File: src/design/u2c_pkg.sv
// Shared types and constants for the UTF-8 to CP1251 converter.
// No dependencies; used by every module of the block.
package u2c_pkg;

    typedef enum logic [1:0] {
        PH_IDLE   = 2'd0,
        PH_LEAD   = 2'd1,
        PH_TRIPLE = 2'd2
    } phase_t;

    // one accepted byte yields up to three copies of one character, then maybe a terminator
    typedef struct packed {
        logic [7:0] chr;
        logic [1:0] cnt;
        logic       term;
    } result_set_t;

    localparam int         CFG_INDEX_W      = 4;
    localparam logic [3:0] REG_OUT_CAPACITY = 4'd0;
    localparam logic [3:0] REG_REPLACE_CHAR = 4'd1;

    localparam int          CAP_REG_W        = 13;
    localparam logic [12:0] CAP_RESET        = 13'd256;
    localparam logic [7:0]  REPLACE_RESET    = 8'd42;

    localparam logic [7:0] LEAD_D0      = 8'hD0;
    localparam logic [7:0] LEAD_D1      = 8'hD1;
    localparam logic [7:0] LEAD_C2      = 8'hC2;
    localparam logic [7:0] LEAD_E2      = 8'hE2;
    localparam logic [7:0] OFFSET_D0    = 8'h30;
    localparam logic [7:0] OFFSET_D1    = 8'h70;
    localparam logic [7:0] SEC_YO_UPPER = 8'h81;
    localparam logic [7:0] CP_YO_UPPER  = 8'hA8;
    localparam logic [7:0] SEC_YO_LOWER = 8'h91;
    localparam logic [7:0] CP_YO_LOWER  = 8'hB8;
    localparam logic [7:0] SEC_E2_80    = 8'h80;
    localparam logic [7:0] THIRD_DASH   = 8'h94;
    localparam logic [7:0] THIRD_DOTS   = 8'hA6;
    localparam logic [7:0] GUILLEMET_L  = 8'hAB;
    localparam logic [7:0] GUILLEMET_R  = 8'hBB;
    localparam logic [7:0] CHAR_QUOTE   = 8'h22;
    localparam logic [7:0] CHAR_DASH    = 8'h2D;
    localparam logic [7:0] CHAR_DOT     = 8'h2E;

endpackage

File: src/design/u2c_decoder.sv
// Sequence decoder: holds the message state and turns one accepted byte into a result set.
// Depends on u2c_pkg.
module u2c_decoder #(
    parameter int MAX_CAPACITY = 4096
) (
    input  logic                       clk,
    input  logic                       rst_n,
    input  logic                       accept,
    input  logic [7:0]                 in_byte,
    input  logic                       msg_end,
    input  logic [u2c_pkg::CAP_REG_W-1:0] out_capacity,
    input  logic [7:0]                 replace_char,
    output u2c_pkg::result_set_t       result
);

    localparam int CNT_W  = (MAX_CAPACITY > 2) ? $clog2(MAX_CAPACITY) : 1;
    localparam int MAXC_W = $clog2(MAX_CAPACITY + 1);
    localparam int CW     = ((MAXC_W > u2c_pkg::CAP_REG_W) ? MAXC_W : u2c_pkg::CAP_REG_W) + 1;
    localparam logic [CW-1:0] MAX_CAP = CW'(MAX_CAPACITY);

    u2c_pkg::phase_t phase_reg, phase_next;
    logic [7:0]       lead_reg, lead_next;
    logic [7:0]       second_reg, second_next;
    logic [CNT_W-1:0] count_reg, count_next;
    logic             finished_reg, finished_next;

    logic [7:0]    req_chr;
    logic [1:0]    req_cnt;
    logic [1:0]    grant_cnt;
    logic [CW-1:0] cap;
    logic [CW-1:0] cap1;
    logic [CW-1:0] avail;
    logic [CW-1:0] count_ext;

    // requested characters for the current byte
    always_comb
    begin
        req_chr = replace_char;
        req_cnt = 2'd0;
        unique case (phase_reg)
            u2c_pkg::PH_IDLE:
            begin
                req_chr = in_byte;
                req_cnt = in_byte[7] ? 2'd0 : 2'd1;
            end
            u2c_pkg::PH_LEAD:
            begin
                req_cnt = 2'd1;
                if (lead_reg == u2c_pkg::LEAD_D0)
                begin
                    if (in_byte >= 8'h90 && in_byte < 8'hD0)
                        req_chr = in_byte + u2c_pkg::OFFSET_D0;
                    else if (in_byte == u2c_pkg::SEC_YO_UPPER)
                        req_chr = u2c_pkg::CP_YO_UPPER;
                    else
                        req_chr = in_byte;
                end
                else if (lead_reg == u2c_pkg::LEAD_D1)
                begin
                    if (in_byte >= 8'h80 && in_byte < 8'h90)
                        req_chr = in_byte + u2c_pkg::OFFSET_D1;
                    else if (in_byte == u2c_pkg::SEC_YO_LOWER)
                        req_chr = u2c_pkg::CP_YO_LOWER;
                    else
                        req_chr = in_byte;
                end
                else if (lead_reg == u2c_pkg::LEAD_C2)
                begin
                    if (in_byte == u2c_pkg::GUILLEMET_L || in_byte == u2c_pkg::GUILLEMET_R)
                        req_chr = u2c_pkg::CHAR_QUOTE;
                end
                else if (lead_reg == u2c_pkg::LEAD_E2)
                begin
                    req_cnt = 2'd0;
                end
            end
            u2c_pkg::PH_TRIPLE:
            begin
                req_cnt = 2'd1;
                if (second_reg == u2c_pkg::SEC_E2_80 && in_byte == u2c_pkg::THIRD_DASH)
                begin
                    req_chr = u2c_pkg::CHAR_DASH;
                    req_cnt = 2'd2;
                end
                else if (second_reg == u2c_pkg::SEC_E2_80 && in_byte == u2c_pkg::THIRD_DOTS)
                begin
                    req_chr = u2c_pkg::CHAR_DOT;
                    req_cnt = 2'd3;
                end
            end
            default:
            begin
                req_cnt = 2'd0;
            end
        endcase
    end

    // clip to the room left in the output buffer
    always_comb
    begin
        cap = CW'(out_capacity);
        if (cap == '0)
            cap = CW'(1);
        if (cap > MAX_CAP)
            cap = MAX_CAP;
        cap1      = cap - CW'(1);
        count_ext = CW'(count_reg);
        avail     = (count_ext < cap1) ? (cap1 - count_ext) : '0;
        grant_cnt = (avail < CW'(req_cnt)) ? avail[1:0] : req_cnt;
    end

    // result set
    always_comb
    begin
        result.chr  = req_chr;
        result.cnt  = 2'd0;
        result.term = 1'b0;
        if (!finished_reg)
        begin
            if (in_byte == 8'd0)
            begin
                result.term = 1'b1;
            end
            else
            begin
                result.cnt  = grant_cnt;
                result.term = msg_end;
            end
        end
    end

    // next state
    always_comb
    begin
        phase_next    = phase_reg;
        lead_next     = lead_reg;
        second_next   = second_reg;
        count_next    = count_reg;
        finished_next = finished_reg;
        if (finished_reg)
        begin
            if (msg_end)
            begin
                finished_next = 1'b0;
                phase_next    = u2c_pkg::PH_IDLE;
                count_next    = '0;
            end
        end
        else if (in_byte == 8'd0)
        begin
            phase_next    = u2c_pkg::PH_IDLE;
            count_next    = '0;
            finished_next = !msg_end;
        end
        else
        begin
            count_next = count_reg + CNT_W'(grant_cnt);
            unique case (phase_reg)
                u2c_pkg::PH_IDLE:
                begin
                    if (in_byte[7])
                    begin
                        lead_next  = in_byte;
                        phase_next = u2c_pkg::PH_LEAD;
                    end
                end
                u2c_pkg::PH_LEAD:
                begin
                    if (lead_reg == u2c_pkg::LEAD_E2)
                    begin
                        second_next = in_byte;
                        phase_next  = u2c_pkg::PH_TRIPLE;
                    end
                    else
                    begin
                        phase_next = u2c_pkg::PH_IDLE;
                    end
                end
                default:
                begin
                    phase_next = u2c_pkg::PH_IDLE;
                end
            endcase
            if (msg_end)
            begin
                phase_next = u2c_pkg::PH_IDLE;
                count_next = '0;
            end
        end
    end

    always_ff @(posedge clk or negedge rst_n)
    begin
        if (!rst_n)
        begin
            phase_reg    <= u2c_pkg::PH_IDLE;
            lead_reg     <= 8'd0;
            second_reg   <= 8'd0;
            count_reg    <= '0;
            finished_reg <= 1'b0;
        end
        else if (accept)
        begin
            phase_reg    <= phase_next;
            lead_reg     <= lead_next;
            second_reg   <= second_next;
            count_reg    <= count_next;
            finished_reg <= finished_next;
        end
    end

endmodule

File: src/design/u2c_out_queue.sv
// Expansion register and output register: drains a result set one byte per transfer.
// Depends on u2c_pkg.
module u2c_out_queue (
    input  logic                 clk,
    input  logic                 rst_n,
    input  logic                 load,
    input  u2c_pkg::result_set_t set_in,
    output logic                 can_load,
    output logic                 m_tvalid,
    input  logic                 m_tready,
    output logic [7:0]           m_tdata,  // [7:0] out_byte
    output logic                 m_tlast   // out_last
);

    logic [7:0] chr_reg;
    logic [1:0] rem_reg, rem_next;
    logic       term_reg, term_next;
    logic       ovalid_reg, ovalid_next;
    logic [7:0] obyte_reg, obyte_next;
    logic       olast_reg, olast_next;

    logic exp_busy;
    logic exp_single;
    logic out_free;
    logic move;

    assign exp_busy   = (rem_reg != 2'd0) || term_reg;
    assign exp_single = (rem_reg == 2'd1 && !term_reg) || (rem_reg == 2'd0 && term_reg);
    assign out_free   = !ovalid_reg || m_tready;
    assign move       = exp_busy && out_free;
    assign can_load   = !exp_busy || (exp_single && out_free);

    assign m_tvalid = ovalid_reg;
    assign m_tdata  = obyte_reg;
    assign m_tlast  = olast_reg;

    always_comb
    begin
        rem_next    = rem_reg;
        term_next   = term_reg;
        ovalid_next = ovalid_reg && !m_tready;
        obyte_next  = obyte_reg;
        olast_next  = olast_reg;
        if (move)
        begin
            ovalid_next = 1'b1;
            if (rem_reg != 2'd0)
            begin
                obyte_next = chr_reg;
                olast_next = 1'b0;
                rem_next   = rem_reg - 2'd1;
            end
            else
            begin
                obyte_next = 8'd0;
                olast_next = 1'b1;
                term_next  = 1'b0;
            end
        end
        if (load)
        begin
            rem_next  = set_in.cnt;
            term_next = set_in.term;
        end
    end

    always_ff @(posedge clk or negedge rst_n)
    begin
        if (!rst_n)
        begin
            rem_reg    <= 2'd0;
            term_reg   <= 1'b0;
            ovalid_reg <= 1'b0;
        end
        else
        begin
            rem_reg    <= rem_next;
            term_reg   <= term_next;
            ovalid_reg <= ovalid_next;
        end
    end

    always_ff @(posedge clk)
    begin
        if (load)
            chr_reg <= set_in.chr;
        obyte_reg <= obyte_next;
        olast_reg <= olast_next;
    end

endmodule

File: src/design/utf8_to_cp1251_converter.sv
// Top level of the UTF-8 to CP1251 converter: configuration registers, decoder, output queue.
// Depends on u2c_pkg, u2c_decoder and u2c_out_queue.
//
// Converts a UTF-8 byte stream (s_tdata, message end on s_tlast) into CP1251 bytes on the
// master side, closing each message with a zero byte flagged by m_tlast. A byte is taken every
// cycle while it yields at most one result and the master side does not stall; a byte that
// yields more results (dash pair, three dots, or a character plus the terminator) holds s_tready
// low while the expansion register drains through the output register, one byte per transfer. A
// byte may be taken while the previous result still waits in the output register. Configuration
// writes are always taken (cfg_ready is high); indexes beyond the two registers are ignored.
module utf8_to_cp1251_converter #(
    parameter int MAX_CAPACITY = 4096
) (
    input  logic                             clk,
    input  logic                             rst_n,
    input  logic                             s_tvalid,
    output logic                             s_tready,
    input  logic [7:0]                       s_tdata,   // [7:0] in_byte
    input  logic                             s_tlast,   // msg_end
    output logic                             m_tvalid,
    input  logic                             m_tready,
    output logic [7:0]                       m_tdata,   // [7:0] out_byte
    output logic                             m_tlast,   // out_last
    input  logic                             cfg_valid,
    output logic                             cfg_ready,
    input  logic [u2c_pkg::CFG_INDEX_W-1:0]  cfg_index,
    input  logic [u2c_pkg::CAP_REG_W-1:0]    cfg_data
);

    logic [u2c_pkg::CAP_REG_W-1:0] capacity_reg;
    logic [7:0]                    replace_reg;
    u2c_pkg::result_set_t          set;
    logic                          accept;
    logic                          can_load;

    assign cfg_ready = 1'b1;
    assign s_tready  = can_load;
    assign accept    = s_tvalid && can_load;

    always_ff @(posedge clk or negedge rst_n)
    begin
        if (!rst_n)
        begin
            capacity_reg <= u2c_pkg::CAP_RESET;
            replace_reg  <= u2c_pkg::REPLACE_RESET;
        end
        else if (cfg_valid)
        begin
            if (cfg_index == u2c_pkg::REG_OUT_CAPACITY)
                capacity_reg <= cfg_data;
            else if (cfg_index == u2c_pkg::REG_REPLACE_CHAR)
                replace_reg <= cfg_data[7:0];
        end
    end

    u2c_decoder #(
        .MAX_CAPACITY(MAX_CAPACITY)
    ) u_decoder (
        .clk          (clk),
        .rst_n        (rst_n),
        .accept       (accept),
        .in_byte      (s_tdata),
        .msg_end      (s_tlast),
        .out_capacity (capacity_reg),
        .replace_char (replace_reg),
        .result       (set)
    );

    u2c_out_queue u_out_queue (
        .clk      (clk),
        .rst_n    (rst_n),
        .load     (accept),
        .set_in   (set),
        .can_load (can_load),
        .m_tvalid (m_tvalid),
        .m_tready (m_tready),
        .m_tdata  (m_tdata),
        .m_tlast  (m_tlast)
    );

endmodule

File: config.mk
export PLATFORM = sky130hd
export DESIGN_NAME = utf8_to_cp1251_converter
export DESIGN_NICKNAME = d
export VERILOG_FILES = /design/src/design/u2c_pkg.sv /design/src/design/u2c_decoder.sv /design/src/design/u2c_out_queue.sv /design/src/design/utf8_to_cp1251_converter.sv
export SDC_FILE = /design/constraint.sdc
export NUM_CORES = 1
export LEC_CHECK = 0
export BUFFER_PORTS_ARGS = -buffer_cell sky130_fd_sc_hd__buf_2
export CAP_MARGIN = 40
export CORE_UTILIZATION = 25
export DETAILED_ROUTE_END_ITERATION = 10
export GPL_TIMING_DRIVEN = 0
export PLACE_DENSITY = 0.44
export RECOVER_POWER = 100
export SETUP_SLACK_MARGIN = 0.3
export SLEW_MARGIN = 20
export SYNTH_ARGS = -nofsm -noshare
export SYNTH_HDL_FRONTEND = slang
export SYNTH_SLANG_ARGS = --single-unit
export TNS_END_PERCENT = 1
File: constraint.sdc
create_clock -name clk -period 6.3 [get_ports clk]
set_input_delay 0.315 -clock clk [delete_from_list [all_inputs] [get_ports clk]]
set_output_delay 0.315 -clock clk [all_outputs]
set_load 0.02 [all_outputs]
==> results.cfg <==
[run_status]
status = finished, violations left
violations = max-capacitance violations, max-slew violations

[detailed_routing]
wire_per_inst_um = 15.4
drcViolationCount = 0
drtPass1Iterations = 4
drtIter0Drc = 328
wl_um = 13000
vias_per_cell = 4.98
ant_nets = 0
vias = 4179

[sta]
slew_viol_final = 57
setup_viol = 0
hold_ws_ps = 186
finalCritPeriodShare_pct = 92.5
skew_ps = 7.67
worst_pin_slew_ps = 3140
fmax_mhz = 172
max_slew_margin_pct = -110
rsz0062_at_grt = yes
tns_ps = 0
hold_violations = 0
postLayoutSetupSlackWorst_ps = 471
period_needed_ps = 5830

[finish]
n_antenna_cell = 0
largest_reg_flops = 13
fillCellCount = 2004
fin_nets = 657
syn2layout_area_growth_pct = 22.7
drive_above_1_share_pct = 21.3

[critical_path]
crit_path_start_kind = flip-flop
crit_fanout = 8
endpoint_kind = flip-flop
reg2regPathDepth = 28
r2r-end = u_decoder.count_reg[9]
arrival_ps = 6060
slowest_stage = dfrtp_1
required_ps = 6540
cp-startpoint = capacity_reg[2]
worstSetupPathType = flip-flop to flip-flop
critical_path.max_stage_delay_ps = 380
r2r-start = capacity_reg[2]
r2r_setup_slack_ps = 470

[hold_path]
whs_endpoint = capacity_reg[9]
min_path_cells = 3
min_from = cfg_data[9]
min_path_type = input port to flip-flop

[synthesis]
avgSynthCellArea_um2 = 8.96
yosys_warnings = 0
synth_flop_cell = dfrtp_1
synth.distinct_cells = 66
synth_nets = 593
netlist.area_leader.share_pct = 27.0
syn_area_um2 = 4810
async_flop_share_pct = 76.7
syn_inst = 537
synth_edf_count = 17
yosys-top-cells-area = dfrtp_1 (27%), edfxtp_1 (11%), o21ai_0 (6.0%)
synth-seq-area-share_pct = 39.8
yosysTopAreaCell = dfrtp_1
ys_ff_latch = 73

[global_routing]
grt_pass1_wl_um = 20900
use_met3_pct = 2.89
grt_pass1_vias = 4000
globalRouteMet1Util_pct = 18.6
grt_max_degree = 57
overflow = 0
use_met2_pct = 21.3
grt_busiest_layer = met2
grt_use_total_pct = 13.7
antenna_found_initial = 0

[die]
die_h_um = 141
die_area_um2 = 19800
ios = 43
std_cell_rows = 50
die_width_um = 141
core-area_um2 = 18800
start_util_pct = 25.6

[job]
cap_violations = 1

[placed_design]
post-place-ws_ps = -614
place_congestion = 0.828
io_buffers = 39
hpwl_um = 9640

[power]
p_total_uw = 2370
power-per-cell-area_nw_per_um2 = 401
ir_worst_vdd_v = 0.000172
cellLeakagePower_uw = 0.00235

[clocking]
cts_sinks = 73
clk_pin_slew_ps = 60
clockBufferDepth = 2
cts-root-buf = clkbuf_16
ctsHoldBuffers = 0
clk_latency_ps = 350
htree_levels = 3
cts_tree = yes
cts_buffers = 9
[routing by layer]
layer,part of all wire [%],wire length [um]
met2,45,5810
met5,0,0
met4,1.4,185
met1,49,6380
met3,4.5,579
[synth_stat cells, drive strengths merged, types with 7 or more instances]
cell type / instances
o21ai: 63
dfrtp: 52
nand2: 52
nor2: 40
inv: 36
mux2: 25
ha: 23
nand2b: 20
a21oi: 19
nor2b: 18
edfxtp: 17
nor3: 17
clkbuf: 14
a31oi: 9
nor4: 9
nand3: 7
o21a: 7
o31ai: 7
or3: 7
[final cells by class]
cell class	count	area [um2]	share of cell area, %
timing repair buffer	53	284	4.81
clock buffer	9	225	3.81
inverter	36	135	2.29
sequential	73	1920	32.5
tap	234	293	4.96
clock inverter	7	78.8	1.34
buffer	17	73.8	1.25
multi-input combinational	411	2900	49.0
[per-stage QoR]
step | cell area (um2) | util (%) | std cells
global route | 5900 | 31.5 | 840
global placement | 5300 | 28.2 | 810
CTS | 5790 | 30.8 | 833
floorplan | 4810 | - | 537
detailed placement | 5310 | 28.3 | 810
finish | 5900 | 31.5 | 840
[placed cells by master (no fill, tap or decap), types with 6 or more instances in the layout]
cell type,Yosys,routed
a21oi_1,19,15
a31oi_1,9,9
buf_2,1,26
buf_4,2,16
clkbuf_1,14,26
clkbuf_16,0,9
dfrtp_1,52,50
edfxtp_1,17,17
ha_1,23,19
inv_1,35,34
mux2_2,25,25
nand2_1,52,52
nand2b_1,20,19
nand3_1,7,7
nand4_1,6,6
nor2_1,40,40
nor2b_1,18,18
nor3_1,17,14
o21a_1,7,7
o21ai_0,58,58
o31ai_1,7,6
or3_1,7,6
[what timing repair did]
item / CTS / global route
pin swaps: 12 / 16
resized for setup: 28 / 21
endpoints found under the setup margin: 10 / 7
buffers inserted: 7 / 7
[worst max-delay path by stage]
stage | endpoint | depth (start not counted)
CTS | u_decoder.count_reg[9] | 28
detailed placement | u_decoder.count_reg[9] | 28
global route | u_decoder.count_reg[9] | 28
global placement | u_decoder.count_reg[9] | 29
floorplan | u_decoder.count_reg[9] | 28
finish | u_decoder.count_reg[9] | 28
[power breakdown]
group,switching [uW],internal (uW)
clock,221,311
sequential,78.2,631
combinational,661,466
[cell families after synthesis]
kind of cell / synth area share [%]
simple gates: 22.3
compound gates: 19.0
flops: 39.8
buf+inv: 4.32
mux: 6.48
fa+ha+maj: 6.81
xor+xnor: 1.09
other cells: 0.0779
[critical path: cells and delay by family, from the launching register on]
family          cells  cell delay (ps)
fa+ha+maj           4             1040
buf+inv             1               80
compound gates     11             1810
simple gates       12             2430
flops               1              380
Note: power is estimated with default switching activity, not from simulation.
